==> src/rtl/brcp_pkg.sv <==
`timescale 1ns / 1ps
`default_nettype none
package brcp_pkg;

  // Port field widths
  localparam int unsigned GAIN_W      = 32;
  localparam int unsigned ILIM_W      = 16;
  localparam int unsigned ANGLE_W     = 17;
  localparam int unsigned PWM_W       = 15;
  localparam int unsigned SMAX_W      = 7;
  localparam int unsigned ENC_W       = 16;
  localparam int unsigned GYRO_W      = 16;
  localparam int unsigned MOTOR_W     = 16;
  localparam int unsigned CFG_IDX_W   = 3;
  localparam int unsigned IN_TDATA_W  = 88;
  localparam int unsigned OUT_TDATA_W = 32;

  // Register indexes
  localparam logic [CFG_IDX_W-1:0] REG_UPRIGHT_KP     = 3'd0;
  localparam logic [CFG_IDX_W-1:0] REG_UPRIGHT_KD     = 3'd1;
  localparam logic [CFG_IDX_W-1:0] REG_SPEED_KP       = 3'd2;
  localparam logic [CFG_IDX_W-1:0] REG_TURN_KP        = 3'd3;
  localparam logic [CFG_IDX_W-1:0] REG_INTEGRAL_LIMIT = 3'd4;
  localparam logic [CFG_IDX_W-1:0] REG_BALANCE_ANGLE  = 3'd5;
  localparam logic [CFG_IDX_W-1:0] REG_PWM_LIMIT      = 3'd6;
  localparam logic [CFG_IDX_W-1:0] REG_SPEED_MAX      = 3'd7;

  // Register reset values
  localparam logic signed [GAIN_W-1:0]  UPRIGHT_KP_RST     = -32'sd19660800;
  localparam logic signed [GAIN_W-1:0]  UPRIGHT_KD_RST     = -32'sd79954;
  localparam logic signed [GAIN_W-1:0]  SPEED_KP_RST       = 32'sd29491;
  localparam logic signed [GAIN_W-1:0]  TURN_KP_RST        = -32'sd131072;
  localparam logic [ILIM_W-1:0]         INTEGRAL_LIMIT_RST = 16'd2000;
  localparam logic signed [ANGLE_W-1:0] BALANCE_ANGLE_RST  = 17'sd0;
  localparam logic [PWM_W-1:0]          PWM_LIMIT_RST      = 15'd7200;
  localparam logic [SMAX_W-1:0]         SPEED_MAX_RST      = 7'd40;

  // Targets
  localparam int unsigned TURN_LIMIT_DEF = 350;
  localparam int unsigned TURN_STEP      = 30;
  localparam int unsigned TS_W           = 8;
  localparam logic signed [TS_W-1:0] TS_TURN = 8'sd20;

  // Datapath widths
  localparam int unsigned ERR_W  = 18;
  localparam int unsigned FE_W   = 18;
  localparam int unsigned SI_W   = 18;
  localparam int unsigned NUM_W  = 21;
  localparam int unsigned MQ_W   = 25;
  localparam int unsigned PROD_W = GAIN_W + 1 + MQ_W;
  localparam int unsigned DIV_W  = 21;
  localparam int unsigned REM_W  = 5;
  localparam int unsigned UP_W   = 34;
  localparam int unsigned TN_W   = 29;
  localparam int unsigned DRV_W  = 35;
  localparam int unsigned CNT_W  = 5;
  localparam int unsigned SO_W   = 16;

  // Serial divider constants and fixed-point shifts
  localparam logic [REM_W-1:0] FE_DIV = 5'd10;
  localparam logic [REM_W-1:0] SO_DIV = 5'd25;
  localparam int unsigned SO_SHIFT     = 19;
  localparam int unsigned SO_SAT_BOUND = 819200;
  localparam int unsigned GYRO_SHIFT   = 8;
  localparam int unsigned UP_SHIFT     = 24;
  localparam int unsigned TN_SHIFT     = 16;

endpackage
`default_nettype wire

==> src/rtl/balance_robot_cascaded_pid.sv <==
`timescale 1ns / 1ps
`default_nettype none
// Balance controller: one control tick per input word, one motor word out.
// Slave stream s_axis carries the buttons, encoder counts, roll and gyro rates;
// master stream m_axis returns the left and right motor drives. The cfg channel
// writes gain and limit registers by index and is always ready; write it only
// while no tick is in flight.
// A tick runs from acceptance to a loaded result, and no new word is taken until
// it is done: a bit-serial restoring divider (for the /10 filter and the /25 speed
// scale) and one shared shift-add multiplier that retires one multiplier bit per
// cycle (for each of four products), plus setup and handoff states.
// One tick is processed at a time; s_axis_tready is high while the sequencer is
// idle, so the next word can be taken while the previous result still waits in
// the output register. A stalled m_axis holds the result and the sequencer waits
// at its last step until the output register frees.
// Reset loads the default gains and limits and clears the filtered error,
// speed integral, target speed, target turn and the output valid.
module balance_robot_cascaded_pid #(
  parameter int unsigned TURN_LIMIT = brcp_pkg::TURN_LIMIT_DEF
) (
  input  logic                               clk_i,
  input  logic                               rst_ni,
  input  logic                               cfg_valid_i,
  output logic                               cfg_ready_o,
  input  logic [brcp_pkg::CFG_IDX_W-1:0]     cfg_index_i,
  input  logic [brcp_pkg::GAIN_W-1:0]        cfg_data_i,
  input  logic                               s_axis_tvalid,
  output logic                               s_axis_tready,
  // ahead, back, left, right, clear_integral, encoder_left, encoder_right,
  // roll_angle, gyro_x, gyro_z
  input  logic [brcp_pkg::IN_TDATA_W-1:0]    s_axis_tdata,
  output logic                               m_axis_tvalid,
  input  logic                               m_axis_tready,
  // motor_left, motor_right
  output logic [brcp_pkg::OUT_TDATA_W-1:0]   m_axis_tdata
);
  import brcp_pkg::*;

  localparam int unsigned TT_W = $clog2(TURN_LIMIT + 1) + 1;
  localparam logic signed [TT_W:0] TLIM = (TT_W+1)'(TURN_LIMIT);
  localparam logic signed [TT_W:0] TSTEP = (TT_W+1)'(TURN_STEP);

  localparam logic [3:0] ST_IDLE  = 4'd0;
  localparam logic [3:0] ST_PREP  = 4'd1;
  localparam logic [3:0] ST_DIV   = 4'd2;
  localparam logic [3:0] ST_INT   = 4'd3;
  localparam logic [3:0] ST_LDM   = 4'd4;
  localparam logic [3:0] ST_MUL   = 4'd5;
  localparam logic [3:0] ST_MDONE = 4'd6;
  localparam logic [3:0] ST_DIFF  = 4'd7;
  localparam logic [3:0] ST_OUT   = 4'd8;

  localparam logic [1:0] MSEL_SPEED = 2'd0;
  localparam logic [1:0] MSEL_UPR   = 2'd1;
  localparam logic [1:0] MSEL_GYRO  = 2'd2;
  localparam logic [1:0] MSEL_TURN  = 2'd3;

  localparam logic [CNT_W-1:0] MUL_LAST = CNT_W'(MQ_W - 1);
  localparam logic [CNT_W-1:0] DIV_LAST = CNT_W'(DIV_W - 1);

  // Configuration registers
  logic signed [GAIN_W-1:0]  upright_kp_q, upright_kd_q, speed_kp_q, turn_kp_q;
  logic [ILIM_W-1:0]         integral_limit_q;
  logic signed [ANGLE_W-1:0] balance_angle_q;
  logic [PWM_W-1:0]          pwm_limit_q;
  logic [SMAX_W-1:0]         speed_max_q;

  // Control state
  logic [3:0]               state_q, state_d;
  logic [CNT_W-1:0]         cnt_q, cnt_d;
  logic [1:0]               sel_q, sel_d;
  logic signed [TS_W-1:0]   ts_q, ts_d;
  logic signed [TT_W-1:0]   tt_q, tt_d;
  logic signed [FE_W-1:0]   fe_q, fe_d;
  logic signed [SI_W-1:0]   si_q, si_d;
  logic                     mval_q, mval_d;

  // Payload
  logic signed [ERR_W-1:0]   err_q, err_d;
  logic signed [ANGLE_W-1:0] roll_q, roll_d;
  logic signed [GYRO_W-1:0]  gx_q, gx_d;
  logic                      clr_q, clr_d;
  logic [DIV_W-1:0]          dv_q, dv_d;
  logic [REM_W-1:0]          rem_q, rem_d;
  logic                      div25_q, div25_d;
  logic                      neg_q, neg_d;
  logic                      sat_q, sat_d;
  logic signed [GAIN_W-1:0]  mc_q, mc_d;
  logic [MQ_W-1:0]           mq_q, mq_d;
  logic [GAIN_W:0]           hi_q, hi_d;
  logic [MQ_W-1:0]           lo_q, lo_d;
  logic [PROD_W-1:0]         acc_q, acc_d;
  logic signed [UP_W-1:0]    up_q, up_d;
  logic signed [TN_W-1:0]    tn_q, tn_d;
  logic [OUT_TDATA_W-1:0]    mdata_q, mdata_d;

  // Input fields
  logic                      in_ahead, in_back, in_left, in_right, in_clr;
  logic signed [ENC_W-1:0]   in_enc_l, in_enc_r;
  logic signed [ANGLE_W-1:0] in_roll;
  logic signed [GYRO_W-1:0]  in_gx;

  // Combinational helpers
  logic signed [TS_W:0]     ts_a, ts_b, ts_c, smax_s;
  logic signed [TS_W-1:0]   ts_new;
  logic signed [TT_W:0]     tt_a, tt_b, tt_c;
  logic signed [NUM_W-1:0]  num_e, num_f, num;
  logic [NUM_W-1:0]         num_mag;
  logic [REM_W:0]           dv_t, dv_sub;
  logic                     dv_ge;
  logic [REM_W-1:0]         dsr;
  logic [GAIN_W:0]          mc_ext, addend, msum;
  logic signed [FE_W-1:0]   fe_new;
  logic signed [SI_W:0]     si_sum, si_c, ilim_s;
  logic signed [MQ_W-1:0]   fe25, mq_speed;
  logic [PROD_W-1:0]        prod, pmag, prod_r, acc_r;
  logic [SO_W-2:0]          so_q15;
  logic signed [SO_W-1:0]   so;
  logic signed [MQ_W-1:0]   diff;
  logic signed [DRV_W-1:0]  up_x, tn_x, ml, mr, pwm_s, ml_c, mr_c;
  logic                     out_free, in_acc;

  assign in_ahead = s_axis_tdata[0];
  assign in_back  = s_axis_tdata[1];
  assign in_left  = s_axis_tdata[2];
  assign in_right = s_axis_tdata[3];
  assign in_clr   = s_axis_tdata[4];
  assign in_enc_l = s_axis_tdata[20:5];
  assign in_enc_r = s_axis_tdata[36:21];
  assign in_roll  = s_axis_tdata[53:37];
  assign in_gx    = s_axis_tdata[69:54];

  assign cfg_ready_o   = 1'b1;
  assign s_axis_tready = (state_q == ST_IDLE);
  assign in_acc        = s_axis_tvalid & s_axis_tready;
  assign m_axis_tvalid = mval_q;
  assign m_axis_tdata  = mdata_q;
  assign out_free      = ~mval_q | m_axis_tready;

  // Target ramps
  always_comb begin
    ts_a   = (in_ahead | in_back) ? {ts_q[TS_W-1], ts_q} : '0;
    ts_b   = ts_a - $signed({{TS_W{1'b0}}, in_ahead}) + $signed({{TS_W{1'b0}}, in_back});
    smax_s = $signed({{(TS_W+1-SMAX_W){1'b0}}, speed_max_q});
    if (ts_b > smax_s) begin
      ts_c = smax_s;
    end else if (ts_b < -smax_s) begin
      ts_c = -smax_s;
    end else begin
      ts_c = ts_b;
    end
    ts_new = (in_left | in_right) ? TS_TURN : ts_c[TS_W-1:0];

    tt_a = (in_left | in_right) ? {tt_q[TT_W-1], tt_q} : '0;
    tt_b = tt_a + (in_left ? TSTEP : '0) - (in_right ? TSTEP : '0);
    if (tt_b > TLIM) begin
      tt_c = TLIM;
    end else if (tt_b < -TLIM) begin
      tt_c = -TLIM;
    end else begin
      tt_c = tt_b;
    end
  end

  // Shared datapath pieces
  always_comb begin
    num_e   = {{(NUM_W-ERR_W){err_q[ERR_W-1]}}, err_q};
    num_f   = {{(NUM_W-FE_W){fe_q[FE_W-1]}}, fe_q};
    num     = (num_e <<< 1) + num_e + (num_f <<< 3) - num_f;
    num_mag = num[NUM_W-1] ? -num : num;

    dsr    = div25_q ? SO_DIV : FE_DIV;
    dv_t   = {rem_q, dv_q[DIV_W-1]};
    dv_sub = dv_t - {1'b0, dsr};
    dv_ge  = (dv_t >= {1'b0, dsr});

    mc_ext = {mc_q[GAIN_W-1], mc_q};
    if (mq_q[0]) begin
      addend = (cnt_q == MUL_LAST) ? -mc_ext : mc_ext;
    end else begin
      addend = '0;
    end
    msum = hi_q + addend;

    fe_new = neg_q ? -dv_q[FE_W-1:0] : dv_q[FE_W-1:0];
    si_sum = {si_q[SI_W-1], si_q} + {fe_new[FE_W-1], fe_new};
    ilim_s = $signed({{(SI_W+1-ILIM_W){1'b0}}, integral_limit_q});
    if (si_sum > ilim_s) begin
      si_c = ilim_s;
    end else if (si_sum < -ilim_s) begin
      si_c = -ilim_s;
    end else begin
      si_c = si_sum;
    end

    fe25     = {{(MQ_W-FE_W){fe_q[FE_W-1]}}, fe_q};
    mq_speed = (fe25 <<< 7) + (fe25 <<< 6) + (fe25 <<< 3)
             + $signed({{(MQ_W-SI_W){si_q[SI_W-1]}}, si_q});

    prod   = {hi_q, lo_q};
    pmag   = prod[PROD_W-1] ? -prod : prod;
    prod_r = prod + {{(PROD_W-TN_SHIFT){1'b0}}, {TN_SHIFT{prod[PROD_W-1]}}};
    acc_r  = acc_q + {{(PROD_W-UP_SHIFT){1'b0}}, {UP_SHIFT{acc_q[PROD_W-1]}}};

    so_q15 = sat_q ? {(SO_W-1){1'b1}} : dv_q[SO_W-2:0];
    so     = neg_q ? -$signed({1'b0, so_q15}) : $signed({1'b0, so_q15});
    diff   = $signed({{(MQ_W-ANGLE_W){roll_q[ANGLE_W-1]}}, roll_q})
           + $signed({{(MQ_W-ANGLE_W){balance_angle_q[ANGLE_W-1]}}, balance_angle_q})
           - $signed({so[SO_W-1], so, 8'd0});

    up_x  = {{(DRV_W-UP_W){up_q[UP_W-1]}}, up_q};
    tn_x  = {{(DRV_W-TN_W){tn_q[TN_W-1]}}, tn_q};
    ml    = up_x - tn_x;
    mr    = up_x + tn_x;
    pwm_s = $signed({{(DRV_W-PWM_W){1'b0}}, pwm_limit_q});
    if (ml > pwm_s) begin
      ml_c = pwm_s;
    end else if (ml < -pwm_s) begin
      ml_c = -pwm_s;
    end else begin
      ml_c = ml;
    end
    if (mr > pwm_s) begin
      mr_c = pwm_s;
    end else if (mr < -pwm_s) begin
      mr_c = -pwm_s;
    end else begin
      mr_c = mr;
    end
  end

  // Sequencer
  always_comb begin
    state_d = state_q;
    cnt_d   = cnt_q;
    sel_d   = sel_q;
    ts_d    = ts_q;
    tt_d    = tt_q;
    fe_d    = fe_q;
    si_d    = si_q;
    err_d   = err_q;
    roll_d  = roll_q;
    gx_d    = gx_q;
    clr_d   = clr_q;
    dv_d    = dv_q;
    rem_d   = rem_q;
    div25_d = div25_q;
    neg_d   = neg_q;
    sat_d   = sat_q;
    mc_d    = mc_q;
    mq_d    = mq_q;
    hi_d    = hi_q;
    lo_d    = lo_q;
    acc_d   = acc_q;
    up_d    = up_q;
    tn_d    = tn_q;
    mdata_d = mdata_q;
    mval_d  = mval_q & ~m_axis_tready;

    case (state_q)
      ST_IDLE: begin
        if (in_acc) begin
          ts_d   = ts_new;
          tt_d   = tt_c[TT_W-1:0];
          err_d  = $signed({{(ERR_W-ENC_W){in_enc_l[ENC_W-1]}}, in_enc_l})
                 + $signed({{(ERR_W-ENC_W){in_enc_r[ENC_W-1]}}, in_enc_r})
                 - $signed({{(ERR_W-TS_W){ts_new[TS_W-1]}}, ts_new});
          roll_d = in_roll;
          gx_d   = in_gx;
          clr_d  = in_clr;
          state_d = ST_PREP;
        end
      end
      ST_PREP: begin
        dv_d    = num_mag;
        rem_d   = '0;
        div25_d = 1'b0;
        neg_d   = num[NUM_W-1];
        cnt_d   = '0;
        state_d = ST_DIV;
      end
      ST_DIV: begin
        // one quotient bit per cycle, MSB first
        rem_d = dv_ge ? dv_sub[REM_W-1:0] : dv_t[REM_W-1:0];
        dv_d  = {dv_q[DIV_W-2:0], dv_ge};
        cnt_d = cnt_q + 1'b1;
        if (cnt_q == DIV_LAST) begin
          cnt_d   = '0;
          state_d = div25_q ? ST_DIFF : ST_INT;
        end
      end
      ST_INT: begin
        fe_d    = fe_new;
        si_d    = clr_q ? '0 : si_c[SI_W-1:0];
        state_d = ST_LDM;
      end
      ST_LDM: begin
        mc_d    = speed_kp_q;
        mq_d    = mq_speed;
        hi_d    = '0;
        lo_d    = '0;
        cnt_d   = '0;
        sel_d   = MSEL_SPEED;
        state_d = ST_MUL;
      end
      ST_MUL: begin
        hi_d  = {msum[GAIN_W], msum[GAIN_W:1]};
        lo_d  = {msum[0], lo_q[MQ_W-1:1]};
        mq_d  = {1'b0, mq_q[MQ_W-1:1]};
        cnt_d = cnt_q + 1'b1;
        if (cnt_q == MUL_LAST) begin
          cnt_d   = '0;
          state_d = ST_MDONE;
        end
      end
      ST_MDONE: begin
        hi_d  = '0;
        lo_d  = '0;
        cnt_d = '0;
        case (sel_q)
          MSEL_SPEED: begin
            // magnitude over 2^19, then /25; saturate when the quotient would pass 32767
            neg_d   = prod[PROD_W-1];
            sat_d   = (pmag[PROD_W-1:SO_SHIFT] >= (PROD_W-SO_SHIFT)'(SO_SAT_BOUND));
            dv_d    = {1'b0, pmag[SO_SHIFT+DIV_W-2:SO_SHIFT]};
            rem_d   = '0;
            div25_d = 1'b1;
            state_d = ST_DIV;
          end
          MSEL_UPR: begin
            acc_d   = prod;
            mc_d    = upright_kd_q;
            mq_d    = {{(MQ_W-GYRO_W){gx_q[GYRO_W-1]}}, gx_q};
            sel_d   = MSEL_GYRO;
            state_d = ST_MUL;
          end
          MSEL_GYRO: begin
            acc_d   = acc_q + {prod[PROD_W-GYRO_SHIFT-1:0], {GYRO_SHIFT{1'b0}}};
            mc_d    = turn_kp_q;
            mq_d    = {{(MQ_W-TT_W){tt_q[TT_W-1]}}, tt_q};
            sel_d   = MSEL_TURN;
            state_d = ST_MUL;
          end
          MSEL_TURN: begin
            up_d    = acc_r[UP_SHIFT+UP_W-1:UP_SHIFT];
            tn_d    = prod_r[TN_SHIFT+TN_W-1:TN_SHIFT];
            state_d = ST_OUT;
          end
          default: begin
            state_d = ST_IDLE;
          end
        endcase
      end
      ST_DIFF: begin
        mc_d    = upright_kp_q;
        mq_d    = diff;
        hi_d    = '0;
        lo_d    = '0;
        cnt_d   = '0;
        sel_d   = MSEL_UPR;
        state_d = ST_MUL;
      end
      ST_OUT: begin
        // hold until the output register frees
        if (out_free) begin
          mdata_d = {mr_c[MOTOR_W-1:0], ml_c[MOTOR_W-1:0]};
          mval_d  = 1'b1;
          state_d = ST_IDLE;
        end
      end
      default: begin
        state_d = ST_IDLE;
      end
    endcase
  end

  always_ff @(posedge clk_i or negedge rst_ni) begin
    if (!rst_ni) begin
      state_q          <= ST_IDLE;
      cnt_q            <= '0;
      sel_q            <= MSEL_SPEED;
      ts_q             <= '0;
      tt_q             <= '0;
      fe_q             <= '0;
      si_q             <= '0;
      mval_q           <= 1'b0;
      upright_kp_q     <= UPRIGHT_KP_RST;
      upright_kd_q     <= UPRIGHT_KD_RST;
      speed_kp_q       <= SPEED_KP_RST;
      turn_kp_q        <= TURN_KP_RST;
      integral_limit_q <= INTEGRAL_LIMIT_RST;
      balance_angle_q  <= BALANCE_ANGLE_RST;
      pwm_limit_q      <= PWM_LIMIT_RST;
      speed_max_q      <= SPEED_MAX_RST;
    end else begin
      state_q <= state_d;
      cnt_q   <= cnt_d;
      sel_q   <= sel_d;
      ts_q    <= ts_d;
      tt_q    <= tt_d;
      fe_q    <= fe_d;
      si_q    <= si_d;
      mval_q  <= mval_d;
      if (cfg_valid_i && cfg_ready_o) begin
        case (cfg_index_i)
          REG_UPRIGHT_KP:     upright_kp_q     <= cfg_data_i;
          REG_UPRIGHT_KD:     upright_kd_q     <= cfg_data_i;
          REG_SPEED_KP:       speed_kp_q       <= cfg_data_i;
          REG_TURN_KP:        turn_kp_q        <= cfg_data_i;
          REG_INTEGRAL_LIMIT: integral_limit_q <= cfg_data_i[ILIM_W-1:0];
          REG_BALANCE_ANGLE:  balance_angle_q  <= cfg_data_i[ANGLE_W-1:0];
          REG_PWM_LIMIT:      pwm_limit_q      <= cfg_data_i[PWM_W-1:0];
          REG_SPEED_MAX:      speed_max_q      <= cfg_data_i[SMAX_W-1:0];
          default: begin
          end
        endcase
      end
    end
  end

  always_ff @(posedge clk_i) begin
    err_q   <= err_d;
    roll_q  <= roll_d;
    gx_q    <= gx_d;
    clr_q   <= clr_d;
    dv_q    <= dv_d;
    rem_q   <= rem_d;
    div25_q <= div25_d;
    neg_q   <= neg_d;
    sat_q   <= sat_d;
    mc_q    <= mc_d;
    mq_q    <= mq_d;
    hi_q    <= hi_d;
    lo_q    <= lo_d;
    acc_q   <= acc_d;
    up_q    <= up_d;
    tn_q    <= tn_d;
    mdata_q <= mdata_d;
  end

endmodule
`default_nettype wire

==> config.mk <==
export PLATFORM = sky130hd
export DESIGN_NAME = balance_robot_cascaded_pid
export DESIGN_NICKNAME = d
export VERILOG_FILES = /design/src/rtl/brcp_pkg.sv /design/src/rtl/balance_robot_cascaded_pid.sv
export SDC_FILE = /design/constraint.sdc
export NUM_CORES = 2
export LEC_CHECK = 0
export ABC_AREA = 1
export BUFFER_PORTS_ARGS = -buffer_cell sky130_fd_sc_hd__buf_2
export CAP_MARGIN = 5
export CORE_MARGIN = 2
export CORE_UTILIZATION = 40
export DETAILED_ROUTE_END_ITERATION = 8
export PLACE_DENSITY = 0.57
export SYNTH_ARGS = -nofsm -noshare
export SYNTH_HDL_FRONTEND = slang
export SYNTH_SLANG_ARGS = --single-unit
export TNS_END_PERCENT = 20
==> constraint.sdc <==
create_clock -name clk_i -period 15.93 [get_ports clk_i]
set_clock_uncertainty 0.2 [all_clocks]
set_input_delay 1.593 -clock clk_i [delete_from_list [all_inputs] [get_ports clk_i]]
set_output_delay 1.593 -clock clk_i [all_outputs]
set_load 0.005 [all_outputs]
# Word-level counts from Yosys, hierarchy flattened
# Index checks and enable logic that the tools add are counted.
[word_totals]
wordCells = 197
output_inout_bits = 35
register_bits = 598
[op_classes]
mux = 54
n_lt_le_gt_ge = 12
n_bitwise = 7
n_eq_ne = 26
n_reduce_logical = 32
n_addsub = 31
[op_table]
columns = ["operator", "n"]
rows = [
  ["58-bit one-hot mux with 2 select lines", 1],
  ["25-bit one-hot mux with 2 select lines", 2],
  ["25-bit one-hot mux with 4 select lines", 1],
  ["32-bit one-hot mux with 3 select lines", 1],
  ["18-bit two-way mux", 4],
  ["35-bit by 16-bit > comparator with 1-bit output", 2],
  ["35-bit < comparator", 2],
  ["33-bit two-way mux", 2],
  ["33-bit one-hot mux with 2 select lines", 1],
  ["32-bit one-hot mux with 2 select lines", 1],
  ["21-bit one-hot mux with 3 select lines", 1],
  ["58-bit by 24-bit adder with 58-bit output", 1],
  ["58-bit adder", 1],
  ["58-bit two-way mux", 1],
  ["58-bit negation", 1],
  ["16-bit two-way mux", 3],
  ["45-bit by 16-bit adder with 45-bit output", 1],
  ["15-bit two-way mux", 3],
  ["21-bit two-way mux", 2],
  ["39-bit by 20-bit greater-or-equal comparator with 1-bit output (second input constant)", 1],
  ["34-bit by 29-bit adder with 35-bit output", 1],
  ["5-bit two-way mux", 7],
  ["15-bit negation with 35-bit output", 1],
  ["34-bit by 29-bit subtractor with 35-bit output", 1],
  ["71 further kinds", 120],
]

# Depth between registers and ports, before layout
[logic_depth]
word_depth = 9
depth_mapped = 46
ltp_nobuf = 46

# Least setup slack after synthesis
# OpenSTA, ideal clock, no wires.
[synth_timing]
kind = "register to register"
startpoint = "reg state_q[3]"
endpoint = "reg tn_q[0] (enable)"
setup_slack_ns = 8.319
period_less_slack_ns = 7.611
t_arrival_ns = 6.926
stages_incl_launch_ff = 8
required_time_ns = 15.245
path_cell_list = "dfrtp_1 > nor2_1 > inv_1 > nor2_1 > inv_1 > clkbuf_1 > buf_1 > nor2_1"
[synth_between]
elab_chain_cells = 2
[synth_rtl]
columns = ["element", "line", "source"]
rows = [
  ["from (decl)", "balance_robot_cascaded_pid.sv:69", "logic [3:0] state_q, state_d;"],
  ["from (signal assigned)", "balance_robot_cascaded_pid.sv:396", "state_q <= state_d;"],
  ["4-bit by 3-bit == test with 1-bit output", "balance_robot_cascaded_pid.sv:260", "case (state_q)"],
  ["2-bit AND reduction (no line)", "-", ""],
  ["to (signal assigned)", "balance_robot_cascaded_pid.sv:437", "tn_q <= tn_d;"],
  ["to (decl)", "balance_robot_cascaded_pid.sv:94", "logic signed [TN_W-1:0] tn_q, tn_d;"],
]
# Every way passes these cells.
# A chain may end at the register's enable or synchronous reset.

# Final worst setup path
[layout_timing]
startpoint = "in s_axis_tdata[0] in the netlist's numbering"
endpoint = "reg err_q[14] (data pin)"
[layout_between]
elab_chain_cells = 9
word_cells_on_any_way = 10
cone_classes = "add/sub (3); order compare (2); mux (4); bitwise (1)"
[layout_rtl]
columns = ["element", "line", "source"]
rows = [
  ["from (decl)", "balance_robot_cascaded_pid.sv:31", "input logic [brcp_pkg::IN_TDATA_W-1:0] s_axis_tdata,"],
  ["1-bit OR", "balance_robot_cascaded_pid.sv:142", "ts_a = (in_ahead | in_back) ? {ts_q[TS_W-1], ts_q} : '0;"],
  ["9-bit two-way mux", "balance_robot_cascaded_pid.sv:142", ""],
  ["9-bit by 2-bit subtractor with 9-bit output *", "balance_robot_cascaded_pid.sv:143", "ts_b = ts_a - $signed({{TS_W{1'b0}}, in_ahead}) + $signed({{TS_W{1'b0}}, in_back});"],
  ["9-bit by 2-bit adder with 9-bit output *", "balance_robot_cascaded_pid.sv:143", ""],
  ["9-bit < comparator", "balance_robot_cascaded_pid.sv:147", "end else if (ts_b < -smax_s) begin"],
  ["8-bit two-way mux", "balance_robot_cascaded_pid.sv:147", ""],
  ["8-bit two-way mux *", "balance_robot_cascaded_pid.sv:145", "if (ts_b > smax_s) begin"],
  ["8-bit two-way mux *", "balance_robot_cascaded_pid.sv:152", "ts_new = (in_left | in_right) ? TS_TURN : ts_c[TS_W-1:0];"],
  ["net ts_new[3]", "balance_robot_cascaded_pid.sv:105", "logic signed [TS_W-1:0] ts_new;"],
  ["17-bit by 8-bit subtractor with 18-bit output *", "balance_robot_cascaded_pid.sv:267", "- $signed({{(ERR_W-TS_W){ts_new[TS_W-1]}}, ts_new});"],
  ["to (signal assigned)", "balance_robot_cascaded_pid.sv:422", "err_q <= err_d;"],
  ["to (decl)", "balance_robot_cascaded_pid.sv:79", "logic signed [ERR_W-1:0] err_q, err_d;"],
]
# The timed path passes the listed nets; every way through them passes the cells marked *.

==> summary.txt <==
post-CTS setup buffers -> 0
total core area -> 0.132 mm^2
outcome -> complete, no violations
Syn Nets -> 8059
drt pass-1 iters -> 7
Final Hold Fails -> 0
FMAX -> 133 MHz
Slew HR -> 0.157
clock transition time at the flip-flop clock pins of the worst setup and hold paths -> 60 ps
Max stage delay on crit path -> 500 ps
Hold-fix buffers, CTS -> 0
worst reg2reg setup slack -> 9030 ps
nets -> 8151
slowest cell on the critical path -> a211oi_1
#FFs+latches synth -> 597
post-synthesis sequential area ratio -> 0.315
worst slew pin tran -> 1260 ps
worst-skew pair later-pin latency -> 710 ps
via density per instance -> 5.33
cell count of the worst reg-to-reg path -> 32
layout cells sized above 1 -> 0.0607
largest net degree at the start of global routing -> 76
crit end category -> flip-flop
Detailed Route Iter0 Violations -> 4152
IO Port Bufs -> 143
Required @ worst endpoint -> 16140 ps
Data arrival, critical path -> 7710 ps
CP Depth -> 34
Die Y -> 369 um
Final Max Tran Viols -> 0
fillers -> 13600
quantity of gates resized following cts -> 0
worst flop-to-flop path endpoint -> si_q[12]
CTS buffer count -> 73
global-route wire length before repair -> 274000 um
Starting Density -> 0.404
Post-synth EDFFs -> 348
Mapped Area -> 0.0532 mm^2
Synth area leader -> edfxtp_1
area grow syn2layout -> 9.35%
CP Buf/Inv Count -> 5
DR vias -> 49200
Startpoint Class -> primary input
routability cong. -> 0.983
syn_area_per_cell -> 7.26 um^2
Critical path origin -> s_axis_tdata[0]
routed len/inst -> 19.3 um
Yosys cell types -> 66
half-perimeter wire length after placement -> 142000 um
reg2reg start -> dv_q[0]
IO Pins -> 163
cell count after synthesis -> 7329
die width -> 369 um
H-Tree Depth -> 3
Cell Rows -> 133
crit path to -> err_q[14]
CTS Sinks -> 597
fin crit period -> 7500 ps
RSZ-0062 raised after global routing -> false
fin crit share -> 0.471
register area -> 0.0168 mm^2
CP most frequent cell -> nand2_1
Worst Hold Class -> reg2reg
Clock Path Buffers -> 3
area occupied by multi-input gates -> 0.0320 mm^2
global route overflow -> 0
Fin Setup TNS -> 0 ps
Post-synth ARST share -> 0.417
die area -> 0.136 mm^2
crit-path leading delay family -> adder cells
WS Path Type -> in2reg
vias in the first global route -> 46900
CP Max Fanout -> 18
DRT antenna net count -> 0
# DRC -> 0
CTS tree -> built
initial antenna violation count -> 4
Area contributors post-synth -> edfxtp_1 (20%), nand2_1 (14%), ha_1 (12%), dfrtp_1 (8.3%), inv_1 (7.1%)
Routed WL -> 178000 um
ys flop type -> edfxtp_1
max cap viols -> 0
Total GRT Usage -> 0.260
Clock Tree Root -> clkbuf_16
top cell type's share of synthesized area -> 0.196
Setup-failing EPs final -> 0
YS warnings -> 0
metal layers:
metal / GRT usage / routed length, um
met5: 0 / 0
met4: 0.0814 / 5490
met3: 0.0240 / 9250
met2: 0.433 / 82400
met1: 0.355 / 80800
metrics by stage:
stage                     area, um^2  hold WS [ps]  utilization  worst slack, ps  cells
after CTS                      58200           283        0.442             8540   9237
after detailed placement       55800           266        0.423             7800   9101
after global placement         55800           266        0.423             7890   9101
after global routing           58200           297        0.442             7730   9237
final                          58200           280        0.442             8430   9240
after floorplan                53200           249            -             8320   7329
layout make-up:
cell class | instances | area share
multi-input combinational | 5550 | 0.550
sequential | 597 | 0.288
inverter | 1020 | 0.0658
tap | 1755 | 0.0377
clock buffer | 96 | 0.0336
timing repair buffer | 179 | 0.0171
clock inverter | 40 | 0.00785
antenna | 3 | 0.000129
tightest hold or removal path, stage by stage, from the launching register on:
cell and delay (ps):
dfrtp_1 340, nand2_1 50, nand2_1 50
cell usage after synthesis (9+ instances only):
library cell / count
o311ai_0: 18
ha_1: 490
buf_2: 15
clkbuf_1: 119
nor3_1: 127
o2111ai_1: 9
fa_1: 112
a21oi_1: 504
o21bai_1: 27
a21o_1: 24
o21ai_1: 19
inv_1: 1008
buf_4: 15
dfstp_2: 72
or2_2: 16
nor2_2: 14
a21boi_0: 12
nand2_1: 1955
nor2_1: 655
a221o_1: 14
o22ai_1: 11
o221ai_1: 9
o211ai_1: 21
dfrtp_1: 177
a211oi_1: 15
a21oi_2: 9
o21ai_0: 587
nand3b_1: 29
and3_1: 9
nand2_2: 11
nand3_1: 352
nor4_1: 38
a31oi_1: 31
o31ai_1: 9
o21a_1: 22
xor2_1: 182
nand4_1: 114
edfxtp_1: 348
xnor2_1: 45
worst min-delay path by stage:
stage               slack (ps)             start          endpoint  cells past startpoint
floorplan                  250           ts_q[2]           ts_q[2]                      2
global placement           270    speed_kp_q[31]    speed_kp_q[31]                      2
detailed placement         270           ts_q[1]           ts_q[1]                      2
CTS                        280           ts_q[1]           ts_q[1]                      2
global route               300  upright_kp_q[14]  upright_kp_q[14]                      2
finish                     280           ts_q[1]           ts_q[1]                      2
cell usage in the layout (no fill, tap or decap), types with 10 or more instances in the layout:
| master | instances |
|---|---|
| a21o_1 | 24 |
| buf_2 | 142 |
| o22ai_1 | 11 |
| clkinv_2 | 12 |
| a221o_1 | 14 |
| inv_1 | 1006 |
| or2_2 | 16 |
| nand3b_1 | 29 |
| nand2_1 | 1952 |
| dfrtp_1 | 177 |
| a21boi_0 | 12 |
| clkinv_1 | 15 |
| nand4_1 | 114 |
| o21bai_1 | 27 |
| o311ai_0 | 18 |
| nand2_2 | 14 |
| o21ai_1 | 19 |
| a211oi_1 | 15 |
| buf_4 | 36 |
| o21a_1 | 22 |
| nand3_1 | 351 |
| clkbuf_1 | 20 |
| dfstp_2 | 72 |
| clkbuf_16 | 74 |
| nor2_1 | 648 |
| xnor2_1 | 45 |
| xor2_1 | 182 |
| nor2_2 | 17 |
| a21oi_1 | 502 |
| ha_1 | 489 |
| o211ai_1 | 21 |
| nor3_1 | 127 |
| o21ai_0 | 587 |
| fa_1 | 112 |
| nor4_1 | 37 |
| edfxtp_1 | 348 |
| a31oi_1 | 31 |
| a21oi_2 | 10 |
registers in the layout (all words and copies together), names as in the netlist, 21 cells and up:
| name | flops |
|---|---|
| tn_q | 29 |
| upright_kp_q | 32 |
| speed_kp_q | 32 |
| turn_kp_q | 32 |
| lo_q | 25 |
| m_axis_tdata | 32 |
| upright_kd_q | 32 |
| up_q | 34 |
| mc_q | 32 |
| mq_q | 25 |
| acc_q | 58 |
| hi_q | 32 |
| dv_q | 21 |
cells by family (layout without fill, tap and decap cells):
group,Yosys count,count (layout),synth area share
and+or+nand+nor,3352,3352,0.262
AOI/OAI and AO/OA,1365,1365,0.142
buffers and inverters,1182,1335,0.0855
adders and majority gates,602,602,0.157
DFF,597,597,0.315
xor gates and xnor gates,230,230,0.0387
other,1,4,0.0000704
Power is left out: the tool's default activity adds up to more than one toggle a clock period on the data nets, which glitch-free logic cannot reach.
